$ cat config.mk
export PLATFORM = sky130hd
export DESIGN_NAME = touch_poll_event_qualifier_top
export DESIGN_NICKNAME = d
export VERILOG_FILES = /design/src/hw/rtl/tpeq_pkg.sv /design/src/hw/rtl/touch_poll_event_qualifier_top.sv
export VERILOG_INCLUDE_DIRS = /design/src /design/src/hw/rtl
export SDC_FILE = /design/constraint.sdc
export NUM_CORES = 1
export LEC_CHECK = 0
export CAP_MARGIN = 10
export CORE_ASPECT_RATIO = 0.7
export CORE_MARGIN = 8
export CORE_UTILIZATION = 45
export CTS_CLUSTER_DIAMETER = 200
export DETAILED_ROUTE_END_ITERATION = 16
export DONT_BUFFER_PORTS = 1
export PLACE_DENSITY = 0.67
export SYNTH_ARGS = -nofsm -noshare
export SYNTH_HDL_FRONTEND = slang
export SYNTH_SLANG_ARGS = --single-unit
$ cat constraint.sdc
create_clock -name clock -period 6.1 [get_ports clock]
set_input_delay 0.915 -clock clock [delete_from_list [all_inputs] [get_ports clock]]
set_output_delay 0.915 -clock clock [all_outputs]
set_load 0.05 [all_outputs]
$ cat src/hw/rtl/touch_poll_event_qualifier_top_defines.svh
// Assertion helpers for the touch poll event qualifier.
`ifndef TOUCH_POLL_EVENT_QUALIFIER_TOP_DEFINES_SVH
`define TOUCH_POLL_EVENT_QUALIFIER_TOP_DEFINES_SVH

// Same-cycle implication, disabled while reset is high.
`define TPEQ_ASSERT_NOW(label, clk, rst, ante, cons) \
   label: assert property (@(posedge clk) disable iff (rst) (ante) |-> (cons)) \
      else $error("tpeq assertion failed");

// Next-cycle implication, disabled while reset is high.
`define TPEQ_ASSERT_NEXT(label, clk, rst, ante, cons) \
   label: assert property (@(posedge clk) disable iff (rst) (ante) |=> (cons)) \
      else $error("tpeq assertion failed");

`endif

$ cat src/hw/rtl/tpeq_pkg.sv
package tpeq_pkg;

   localparam int unsigned TIME_W  = 64;
   localparam int unsigned DELAY_W = 16;
   localparam int unsigned LIMIT_W = 8;
   localparam int unsigned POLL_W  = 20;
   localparam int unsigned COORD_W = 16;
   localparam int unsigned SIZE_W  = 16;
   localparam int unsigned CNT_W   = 3;
   localparam int unsigned CSR_W   = 20;
   localparam int unsigned CSR_IDX_W = 3;

   localparam logic [DELAY_W-1:0] RELEASE_DELAY_RST  = 16'd20;
   localparam logic [DELAY_W-1:0] RETRY_INTERVAL_RST = 16'd1000;
   localparam logic [LIMIT_W-1:0] FAIL_LIMIT_RST     = 8'd20;
   localparam logic [POLL_W-1:0]  POLL_MIN_RST       = 20'd8000;
   localparam logic [POLL_W-1:0]  POLL_MAX_RST       = 20'd50000;

   // bytes of one mailbox record handed to the host
   localparam logic [SIZE_W-1:0]  RECORD_BYTES = 16'd6;

   typedef enum logic {
      KIND_POLL = 1'b0,
      KIND_HOST = 1'b1
   } kind_type;

   typedef enum logic [1:0] {
      RD_OK     = 2'd0,
      RD_NODATA = 2'd1,
      RD_NORESP = 2'd2,
      RD_ERROR  = 2'd3
   } rd_result_type;

   typedef enum logic [1:0] {
      HOST_DELIVERED = 2'd0,
      HOST_EMPTY     = 2'd1,
      HOST_SMALL     = 2'd2
   } host_status_type;

   typedef enum logic [CSR_IDX_W-1:0] {
      CSR_RELEASE_DELAY  = 3'd0,
      CSR_RETRY_INTERVAL = 3'd1,
      CSR_FAIL_LIMIT     = 3'd2,
      CSR_POLL_MIN       = 3'd3,
      CSR_POLL_MAX       = 3'd4
   } csr_index_type;

   typedef struct packed {
      logic                ready_res;
      logic                pending;
      logic                pressed;
      logic [COORD_W-1:0]  out_x;
      logic [COORD_W-1:0]  out_y;
      logic                wakeup;
      logic                init_tried;
      logic                link_drop;
      logic [POLL_W-1:0]   sleep_us;
      host_status_type     host_status;
   } result_type;

endpackage

$ cat src/hw/rtl/touch_poll_event_qualifier_top.sv
// A transaction accepted into the input register lands in the result register as soon as
//   the result slot is empty or draining.
// Throughput: one transaction per cycle while the consumer takes results; the input register doubles as a skid stage,
//   so a new transaction is taken while a finished result waits for the consumer.
// Reset (synchronous, active high): clears both stages, restores register defaults,
//   and returns the tracker to offline with an empty mailbox.
`include "touch_poll_event_qualifier_top_defines.svh"

module touch_poll_event_qualifier_top
   import tpeq_pkg::*;
(
   input  logic                  clock,
   input  logic                  reset,

   // input transactions
   input  logic                  req_valid,
   output logic                  req_ready,
   input  logic                  req_kind,
   input  logic [TIME_W-1:0]     req_now_ms,
   input  logic                  req_init_ok,
   input  logic [1:0]            req_read_result,
   input  logic [CNT_W-1:0]      req_point_count,
   input  logic [COORD_W-1:0]    req_touch_x,
   input  logic [COORD_W-1:0]    req_touch_y,
   input  logic [SIZE_W-1:0]     req_read_size,

   // result transactions
   output logic                  rsp_valid,
   input  logic                  rsp_ready,
   output logic                  rsp_ready_res,
   output logic                  rsp_pending,
   output logic                  rsp_pressed,
   output logic [COORD_W-1:0]    rsp_out_x,
   output logic [COORD_W-1:0]    rsp_out_y,
   output logic                  rsp_wakeup,
   output logic                  rsp_init_tried,
   output logic                  rsp_link_drop,
   output logic [POLL_W-1:0]     rsp_sleep_us,
   output logic [1:0]            rsp_host_status,

   // configuration writes
   input  logic                  csr_we,
   input  logic [CSR_IDX_W-1:0]  csr_index,
   input  logic [CSR_W-1:0]      csr_wdata
);

   // ---------------------------------------------------------------------
   // Configuration registers
   // ---------------------------------------------------------------------
   logic [DELAY_W-1:0] release_delay_ff;
   logic [DELAY_W-1:0] retry_interval_ff;
   logic [LIMIT_W-1:0] fail_limit_ff;
   logic [POLL_W-1:0]  poll_min_ff;
   logic [POLL_W-1:0]  poll_max_ff;

   always_ff @(posedge clock) begin
      if (reset) begin
         release_delay_ff  <= RELEASE_DELAY_RST;
         retry_interval_ff <= RETRY_INTERVAL_RST;
         fail_limit_ff     <= FAIL_LIMIT_RST;
         poll_min_ff       <= POLL_MIN_RST;
         poll_max_ff       <= POLL_MAX_RST;
      end else if (csr_we) begin
         // indexes past the list are ignored
         unique case (csr_index_type'(csr_index))
            CSR_RELEASE_DELAY:  release_delay_ff  <= csr_wdata[DELAY_W-1:0];
            CSR_RETRY_INTERVAL: retry_interval_ff <= csr_wdata[DELAY_W-1:0];
            CSR_FAIL_LIMIT:     fail_limit_ff     <= csr_wdata[LIMIT_W-1:0];
            CSR_POLL_MIN:       poll_min_ff       <= csr_wdata[POLL_W-1:0];
            CSR_POLL_MAX:       poll_max_ff       <= csr_wdata[POLL_W-1:0];
            default: begin
            end
         endcase
      end
   end

   // ---------------------------------------------------------------------
   // Handshake: input register feeds the result register
   // ---------------------------------------------------------------------
   logic in_valid_ff;
   logic rsp_valid_ff;
   logic advance;
   logic req_fire;

   // move the held transaction forward when the result slot is empty or draining
   assign advance   = in_valid_ff & (~rsp_valid_ff | rsp_ready);
   assign req_ready = ~in_valid_ff | advance;
   assign req_fire  = req_valid & req_ready;

   always_ff @(posedge clock) begin
      if (reset) begin
         in_valid_ff  <= 1'b0;
         rsp_valid_ff <= 1'b0;
      end else begin
         in_valid_ff  <= req_fire | (in_valid_ff & ~advance);
         rsp_valid_ff <= advance | (rsp_valid_ff & ~rsp_ready);
      end
   end

   // input payload register, no reset needed
   kind_type           in_kind_ff;
   logic [TIME_W-1:0]  in_now_ms_ff;
   logic               in_init_ok_ff;
   rd_result_type      in_read_result_ff;
   logic [CNT_W-1:0]   in_point_count_ff;
   logic [COORD_W-1:0] in_touch_x_ff;
   logic [COORD_W-1:0] in_touch_y_ff;
   logic [SIZE_W-1:0]  in_read_size_ff;

   always_ff @(posedge clock) begin
      if (req_fire) begin
         in_kind_ff        <= kind_type'(req_kind);
         in_now_ms_ff      <= req_now_ms;
         in_init_ok_ff     <= req_init_ok;
         in_read_result_ff <= rd_result_type'(req_read_result);
         in_point_count_ff <= req_point_count;
         in_touch_x_ff     <= req_touch_x;
         in_touch_y_ff     <= req_touch_y;
         in_read_size_ff   <= req_read_size;
      end
   end

   // ---------------------------------------------------------------------
   // Tracker state
   // ---------------------------------------------------------------------
   logic               online_ff,        online_in;
   logic               press_state_ff,   press_state_in;
   logic               mail_full_ff,     mail_full_in;
   logic [COORD_W-1:0] coord_x_ff,       coord_x_in;
   logic [COORD_W-1:0] coord_y_ff,       coord_y_in;
   logic [TIME_W-1:0]  last_touch_ms_ff, last_touch_ms_in;
   logic [TIME_W-1:0]  retry_at_ms_ff,   retry_at_ms_in;
   logic [LIMIT_W-1:0] fail_count_ff,    fail_count_in;
   logic [POLL_W-1:0]  poll_interval_ff, poll_interval_in;

   result_type         result;
   logic [LIMIT_W-1:0] fail_inc;
   logic [TIME_W-1:0]  elapsed;
   logic [POLL_W:0]    doubled;

   always_comb begin
      online_in        = online_ff;
      press_state_in   = press_state_ff;
      mail_full_in     = mail_full_ff;
      coord_x_in       = coord_x_ff;
      coord_y_in       = coord_y_ff;
      last_touch_ms_in = last_touch_ms_ff;
      retry_at_ms_in   = retry_at_ms_ff;
      fail_count_in    = fail_count_ff;
      poll_interval_in = poll_interval_ff;

      result             = '0;
      result.host_status = HOST_DELIVERED;

      fail_inc = fail_count_ff + 8'd1;
      elapsed  = in_now_ms_ff - last_touch_ms_ff;
      doubled  = {poll_interval_ff, 1'b0};

      if (in_kind_ff == KIND_HOST) begin
         // host read: empty the mailbox only when the record fits
         if (!mail_full_ff) begin
            result.host_status = HOST_EMPTY;
         end else if (in_read_size_ff < RECORD_BYTES) begin
            result.host_status = HOST_SMALL;
         end else begin
            mail_full_in = 1'b0;
         end
      end else if (!online_ff) begin
         // offline: try init once the retry time is reached
         if (in_now_ms_ff >= retry_at_ms_ff) begin
            result.init_tried = 1'b1;
            if (in_init_ok_ff) begin
               online_in        = 1'b1;
               fail_count_in    = '0;
               poll_interval_in = poll_min_ff;
            end else begin
               retry_at_ms_in = in_now_ms_ff + {{(TIME_W-DELAY_W){1'b0}}, retry_interval_ff};
            end
         end
         result.sleep_us = poll_max_ff;
      end else begin
         // online: count no-response reads, drop offline at the limit
         unique case (in_read_result_ff)
            RD_NORESP: begin
               if (fail_inc >= fail_limit_ff) begin
                  fail_count_in    = '0;
                  online_in        = 1'b0;
                  retry_at_ms_in   = in_now_ms_ff;
                  result.link_drop = 1'b1;
               end else begin
                  fail_count_in = fail_inc;
               end
            end
            RD_OK, RD_NODATA: begin
               fail_count_in = '0;
            end
            RD_ERROR: begin
            end
         endcase

         if (in_read_result_ff == RD_OK) begin
            if (in_point_count_ff == '0) begin
               // release only after the quiet time has passed
               if (press_state_ff &&
                   (elapsed > {{(TIME_W-DELAY_W){1'b0}}, release_delay_ff})) begin
                  press_state_in = 1'b0;
                  result.wakeup  = ~mail_full_ff;
                  mail_full_in   = 1'b1;
               end
            end else begin
               last_touch_ms_in = in_now_ms_ff;
               press_state_in   = 1'b1;
               coord_x_in       = in_touch_x_ff;
               coord_y_in       = in_touch_y_ff;
               result.wakeup    = ~mail_full_ff;
               mail_full_in     = 1'b1;
            end
         end

         // back off the poll rate unless fresh data landed
         if (result.wakeup) begin
            poll_interval_in = poll_min_ff;
         end else if (poll_interval_ff < poll_max_ff) begin
            poll_interval_in = (doubled > {1'b0, poll_max_ff}) ? poll_max_ff
                                                                : doubled[POLL_W-1:0];
         end
         result.sleep_us = poll_interval_in;
      end

      result.ready_res = online_in;
      result.pending   = mail_full_in;
      result.pressed   = press_state_in;
      result.out_x     = coord_x_in;
      result.out_y     = coord_y_in;
   end

   always_ff @(posedge clock) begin
      if (reset) begin
         online_ff        <= 1'b0;
         press_state_ff   <= 1'b0;
         mail_full_ff     <= 1'b0;
         coord_x_ff       <= '0;
         coord_y_ff       <= '0;
         last_touch_ms_ff <= '0;
         retry_at_ms_ff   <= '0;
         fail_count_ff    <= '0;
         poll_interval_ff <= POLL_MIN_RST;
      end else if (advance) begin
         online_ff        <= online_in;
         press_state_ff   <= press_state_in;
         mail_full_ff     <= mail_full_in;
         coord_x_ff       <= coord_x_in;
         coord_y_ff       <= coord_y_in;
         last_touch_ms_ff <= last_touch_ms_in;
         retry_at_ms_ff   <= retry_at_ms_in;
         fail_count_ff    <= fail_count_in;
         poll_interval_ff <= poll_interval_in;
      end
   end

   // ---------------------------------------------------------------------
   // Result register
   // ---------------------------------------------------------------------
   result_type rsp_ff;

   always_ff @(posedge clock) begin
      if (advance) begin
         rsp_ff <= result;
      end
   end

   assign rsp_valid       = rsp_valid_ff;
   assign rsp_ready_res   = rsp_ff.ready_res;
   assign rsp_pending     = rsp_ff.pending;
   assign rsp_pressed     = rsp_ff.pressed;
   assign rsp_out_x       = rsp_ff.out_x;
   assign rsp_out_y       = rsp_ff.out_y;
   assign rsp_wakeup      = rsp_ff.wakeup;
   assign rsp_init_tried  = rsp_ff.init_tried;
   assign rsp_link_drop   = rsp_ff.link_drop;
   assign rsp_sleep_us    = rsp_ff.sleep_us;
   assign rsp_host_status = rsp_ff.host_status;

   // ---------------------------------------------------------------------
   // Assertions
   // ---------------------------------------------------------------------
   `TPEQ_ASSERT_NOW(a_drop_is_offline, clock, reset,
      rsp_valid && rsp_link_drop, !rsp_ready_res)
   `TPEQ_ASSERT_NOW(a_wakeup_fills_mail, clock, reset,
      rsp_valid && rsp_wakeup, rsp_pending)
   `TPEQ_ASSERT_NOW(a_host_no_poll_side, clock, reset,
      rsp_valid && (rsp_host_status != HOST_DELIVERED),
      (rsp_sleep_us == '0) && !rsp_wakeup && !rsp_init_tried)
   `TPEQ_ASSERT_NEXT(a_pending_tracks_mail, clock, reset,
      advance, rsp_pending == mail_full_ff)

endmodule

==> metrics.md, run 1 <==
| Metric | Value |
|---|---|
| Outcome | `finished clean` |
| I/O Buffers | `0` |
| Wire per inst | `between 20 and 25 um` |
| Yosys reg bits | `451` |
| H-tree Lvls | `2` |
| Die W | `a little over 300 um` |
| Worst r2r src | `in_now_ms_ff[0]` |
| Vias in the first global route | `21710` |
| Most common cell after layout, fill and taps aside | `nand2_1` |
| CTS tree | `yes` |
| Post-synth top flop | `dfxtp_1` |
| Row cnt | `74` |
| Share of post-route cells with drive strength above 1 | `6.691%` |
| Max cap viols | `0` |
| Synth Cell Area | `26560 um2` |
| Crit-path max FO | `25` |
| Hold Startpoint | `reset` |
| Drt pass-1 iters | `5` |
| Layout Cells excl Fill | `about 3800` |
| Synth Instances | `3080` |
| Syn avg cell area | `8.622 um2` |
| Post-synth EDFFs | `178` |
| RSZ-0062 raised after global routing | `false` |
| First-pass GRT wire length | `132900 um` |
| Antenna violations before repair | `15` |
| Crit Path Class | `reg -> reg` |
| Layout net count | `approximately 3400` |
| Post-synth ARST share | `0%` |
| Data arrival, critical path | `5930 ps` |
| P_leak | `~11 nW` |
| Iter 0 DRT Violations | `approximately 2500` |
| Post-CTS Setup Bufs | `0` |
| Synth warn | `0` |
| Design area | `29060 um2` |
| CTS Root Cell | `clkbuf_16` |
| Area grow syn2layout | `9.423%` |
| Clk_skew | `31.02 ps` |
| Vias per std cell | `between 6 and 7` |
| Worst VDD drop | `about 0.00025 V` |
| RePlAce Congestion | `a little over 1` |
| Final TNS setup | `0 ps` |
| Startpoint Class | `register` |
| Fin. Hold Viols | `0` |
| Setup ws final | `477.1 ps` |
| # DRC | `0` |
| Final setup fails | `0` |
| CTS-repair resized insts | `0` |
| Fmax | `177.8 MHz` |
| Final core utilization | `49.82%` |
| Initial core utilization | `a little under half` |
| Fin crit share | `92.18%` |
| Pwr Total | `~7.4 mW` |
| Core ar. | `58330 um2` |
| Post-Place Cell Area | `27370 um2` |
| Max-slew violation count | `0` |
| PwrDens | `253.0 nW/um2` |
| Inserted Clock Buffers | `46` |
| Seq/Total Area, Yosys | `around two fifths` |
| Routed WL | `88610 um` |
| Worst-Margin Slew | `1206 ps` |
| Die Y-Extent | `~220 um` |
| Hold buffer count at CTS | `0` |
| Total gr overflow | `0` |
| Worst hold path type | `in -> reg` |
| Cell variety after synth | `80` |
| Worst hold slack | `a little under 400 ps` |
| Largest net degree at the start of global routing | `about 280` |
| Most frequent cells in the layout | `nand2_1 (520), a21oi_1 (328), dfxtp_1 (272)` |
| CP startpoint | `in_now_ms_ff[0]` |
| Relative slew slack | `roughly 19%` |
| GRT Overall Usage | `between 20% and 30%` |
| Setup WS pre-CTS | `425.2 ps` |
| Crit. End Element | `register` |
| DP HPWL | `67010 um` |
| Overall via count from detail_route | `23150` |
| Die area | `67170 um2` |
| Fin crit period | `5623 ps` |
| Detail Route Antenna Nets | `0` |
| CTS max path bufs | `3` |
| Placed Cells | `3738` |
| CTS sink count | `between 400 and 500` |
| Worst skew pair latency | `about 610 ps` |
| IO Count | `209` |
| CTS clk-pin slew, worst paths | `70 ps` |
| Critical Path RT | `6410 ps` |
| Synthesized Nets | `3435` |
## report_power, final
| group | internal (mW) | switching [mW] | leakage, nW |
|---|---|---|---|
| Sequential | 3.24 | 0.146 | 3.95 |
| Combinational | 0.314 | 0.554 | 5.83 |
| Clock | 1.77 | 1.33 | 0.791 |
| Total | 5.32 | 2.03 | 10.6 |
## sequential cells by signal, indices dropped and copies added (netlist names), 8 cells and up
name and flops:
retry_at_ms_ff 64, poll_max_ff 20, retry_interval_ff 16, rsp_sleep_us 20, last_touch_ms_ff 64, fail_limit_ff 8, in_touch_y_ff 16, poll_interval_ff 20
in_touch_x_ff 16, coord_y_ff 16, in_now_ms_ff 64, in_read_size_ff 15, fail_count_ff 8, coord_x_ff 16, poll_min_ff 20, rsp_out_y 16
release_delay_ff 16, rsp_out_x 16
## routing by layer
| layer | global-route usage, % | wire length (um) |
|---|---|---|
| met5 | 0 | 26 |
| met1 | 38.44 | 42760 |
| met3 | 8.637 | 10360 |
| met2 | 33.62 | 33710 |
| met4 | 5.815 | 1743 |
## worst max-delay path: stages (launching register included)
cell and delay (ps):
edfxtp_1 440, inv_1 120, ha_1 210, inv_1 70, fa_1 430, a211oi_2 290, o21a_1 240, nor2_1 70
nor3_1 290, xnor2_1 110, ha_1 310, nand4_1 140, or4_1 510, a211oi_1 260, o2111a_1 220, nand4_1 120
nor4b_2 280, and4_4 340, a31o_4 260, buf_12 220, mux2i_1 240, a211oi_1 100
## cell families after synthesis
logic type	after synthesis	synth area share, %
AOI/OAI and AO/OA	784	18.74
xor gates and xnor gates	96	3.166
adders and majority gates	208	9.857
buffers and inverters	371	5.517
DFF	451	40.71
muxes	87	3.435
and+or+nand+nor	1083	18.58
## Yosys cell counts, types with 46 or more instances
master | instances | area [um2]
a21o_1 | 64 | 480.5
dfxtp_1 | 273 | 5465
mux2i_1 | 54 | 540.5
nor2_1 | 223 | 837.1
a21oi_1 | 328 | 1642
xor2_1 | 46 | 402.9
inv_1 | 205 | 769.5
ha_1 | 206 | 2577
xnor2_1 | 50 | 437.9
nand2_1 | 521 | 1956
o21ai_0 | 93 | 465.5
nand4_1 | 81 | 506.7
a211oi_1 | 106 | 795.8
edfxtp_1 | 178 | 5345
clkbuf_1 | 144 | 540.5
## final timing paths
path,endpoint,slack (ps),cells after the start
setup / recovery,rsp_sleep_us[14],480,21
hold reg to reg,coord_y_ff[4],450,2
hold / removal,rsp_valid,390,1
setup reg to reg,rsp_sleep_us[14],480,21
## cell type report
class                           instances  area [um2]
Antenna cell                           10       25.02
Clock buffer                           57        1242
Clock inverter                         29       414.1
Fill cell                            5405       29270
Inverter                              205       769.5
Multi-Input combinational cell       2258       14340
Sequential cell                       451       10810
Tap cell                              760       950.9
Timing Repair Buffer                   64       505.5
(Power assumes the default switching activity.)
==> inputs of run 2 (changes only) <==
--- a/config.mk
+++ b/config.mk
@@ -14,6 +14,7 @@
 export DETAILED_ROUTE_END_ITERATION = 16
 export DONT_BUFFER_PORTS = 1
 export PLACE_DENSITY = 0.67
+export REMOVE_ABC_BUFFERS = 1
 export SYNTH_ARGS = -nofsm -noshare
 export SYNTH_HDL_FRONTEND = slang
 export SYNTH_SLANG_ARGS = --single-unit
==> metrics.md, run 2 (synthesis gave the netlist of run 1 again) <==
| Metric | Value |
|---|---|
| Fin crit share | `a little over nine tenths` |
| Vias per std cell | `6.010` |
| Sequential share of power | `47.1%` |
| GRT Overall Usage | `24.50%` |
| Regs by FF count | `in_now_ms_ff x64, last_touch_ms_ff x64, retry_at_ms_ff x64` |
| Routed WL | `85760 um` |
| Net switching power | `1.953 mW` |
| CTS sink count | `451` |
| CTS-repair resized insts | `0` |
| Initial core utilization | `45.53%` |
| Pwr Total | `7.178 mW` |
| Core ar. | `58330 um2` |
| Data arrival, critical path | `6330 ps` |
| CTS tree | `yes` |
| Die W | `306.4 um` |
| Drt pass-1 iters | `6` |
| # DRC | `0` |
| Overall via count from detail_route | `between 20000 and 25000` |
| Layout Cells excl Fill | `between 3000 and 4000` |
| CTS clk-pin slew, worst paths | `around 70 ps` |
| Wire per inst | `22.40 um` |
| Fin crit period | `5844 ps` |
| Final TNS setup | `0 ps` |
| Crit Path Class | `reg -> reg` |
| Crit. End Element | `register` |
| Startpoint Class | `register` |
| RePlAce Congestion | `0.9888` |
| Final setup fails | `0` |
| Most common cell after layout, fill and taps aside | `nand2_1` |
| Detail Route Antenna Nets | `0` |
| CTS max path bufs | `3` |
| Cell internal pwr | `5.225 mW` |
| PwrDens | `247.6 nW/um2` |
| Antenna violations before repair | `5` |
| Max cap viols | `0` |
| Area grow syn2layout | `9.145%` |
| # fillers | `between 5000 and 6000` |
| I/O Buffers | `0` |
| P_leak | `10.55 nW` |
| Relative slew slack | `22.39%` |
| Max-slew violation count | `0` |
| Setup WS pre-CTS | `225.9 ps` |
| Layout net count | `roughly 3400` |
| DP HPWL | `64470 um` |
| Clk_skew | `54.05 ps` |
| Post-CTS Setup Bufs | `0` |
| H-tree Lvls | `2` |
| Vias in the first global route | `approximately 22000` |
| Die Y-Extent | `around 220 um` |
| Worst VDD drop | `approximately 0.00021 V` |
| CTS Root Cell | `clkbuf_16` |
| Worst skew pair latency | `610 ps` |
| Crit-path max FO | `12` |
| Critical Path RT | `between 6000 and 7000 ps` |
| Worst-Margin Slew | `1149 ps` |
| Placed Cells | `3736` |
| Worst hold path type | `in -> reg` |
| IO Count | `209` |
| Hold buffer count at CTS | `0` |
| Inserted Clock Buffers | `46` |
| Row cnt | `74` |
| Total gr overflow | `0` |
| Clock Power Share | `between 40% and 50%` |
| Share of post-route cells with drive strength above 1 | `6.332%` |
| Combinational share of power | `12.0%` |
| Outcome | `finished clean` |
| Most frequent cells in the layout | `nand2_1 (520), a21oi_1 (328), dfxtp_1 (272)` |
| First-pass GRT wire length | `between 100000 and 150000 um` |
| Iter 0 DRT Violations | `2414` |
| Largest net degree at the start of global routing | `278` |
| Fin. Hold Viols | `0` |
| Net Sw Frac | `27.21%` |
| Setup ws final | `255.6 ps` |
| RSZ-0062 raised after global routing | `false` |
| Die area | `67170 um2` |
| Fmax | `171.1 MHz` |
run 2: stage by stage:
step / instance area (um2) / hold slack [ps] / utilization (%)
after floorplan: 25860 / 427.8 / -
after global placement: 27390 / 436.5 / 46.96
after global routing: 28970 / 361.5 / 49.67
after detailed placement: 27390 / 446.7 / 46.96
final: 28980 / 395.6 / 49.69
after CTS: 28950 / 364.3 / 49.63
run 2: power by group through the flow:
stage	combinational, mW	clock [mW]	sequential [mW]
after floorplan	0.565	0	3.42
final	0.864	2.93	3.38
after global placement	0.821	0	3.44
after CTS	0.842	2.99	3.38
after global routing	0.941	3.11	3.39
after detailed placement	0.836	0	3.45
run 2: worst paths after layout:
check | start | to | slack, ps | cells past startpoint
worst max-delay path | in_now_ms_ff[0] | poll_interval_ff[4] | 260 | 20
worst min-delay path | req_touch_y[7] | in_touch_y_ff[7] | 400 | 0
worst max register to register | in_now_ms_ff[0] | poll_interval_ff[4] | 260 | 20
worst min register to register | last_touch_ms_ff[47] | last_touch_ms_ff[47] | 450 | 2
run 2: cell type report:
| class | instances | area [um2] | area share, % |
|---|---|---|---|
| tap | 760 | 950.9 | 3.281 |
| clock inverter | 19 | 256.5 | 0.8850 |
| multi-input combinational | 2258 | 14340 | 49.47 |
| sequential | 451 | 10810 | 37.30 |
| inverter | 205 | 769.5 | 2.655 |
| antenna | 4 | 10.01 | 0.03453 |
| timing repair buffer | 64 | 546.8 | 1.886 |
| clock buffer | 67 | 1301 | 4.490 |
run 2: worst max-delay path: stages (launching register included):
cell and delay [ps]:
edfxtp_1 440, inv_1 120, ha_1 200, inv_1 60, fa_1 430, a211oi_2 370, o21a_1 270, nor2_1 70
nor3_1 300, xnor2_1 150, ha_1 310, nand4_1 170, or4_1 510, a211oi_1 400, o2111a_1 260, nand4_1 110
nor4b_2 280, and4_4 320, a31o_4 220, a211oi_2 250, a221o_1 470
run 2: metal layers:
| layer | vias to the layer above | track usage, % | wire (um) |
|---|---|---|---|
| met5 | - | 0 | 27 |
| met4 | 4 | 4.935 | 1351 |
| met3 | 90 | 6.172 | 8104 |
| met2 | 897 | 33.97 | 33700 |
| met1 | 11110 | 37.74 | 42580 |
| li1 | 10900 | - | - |
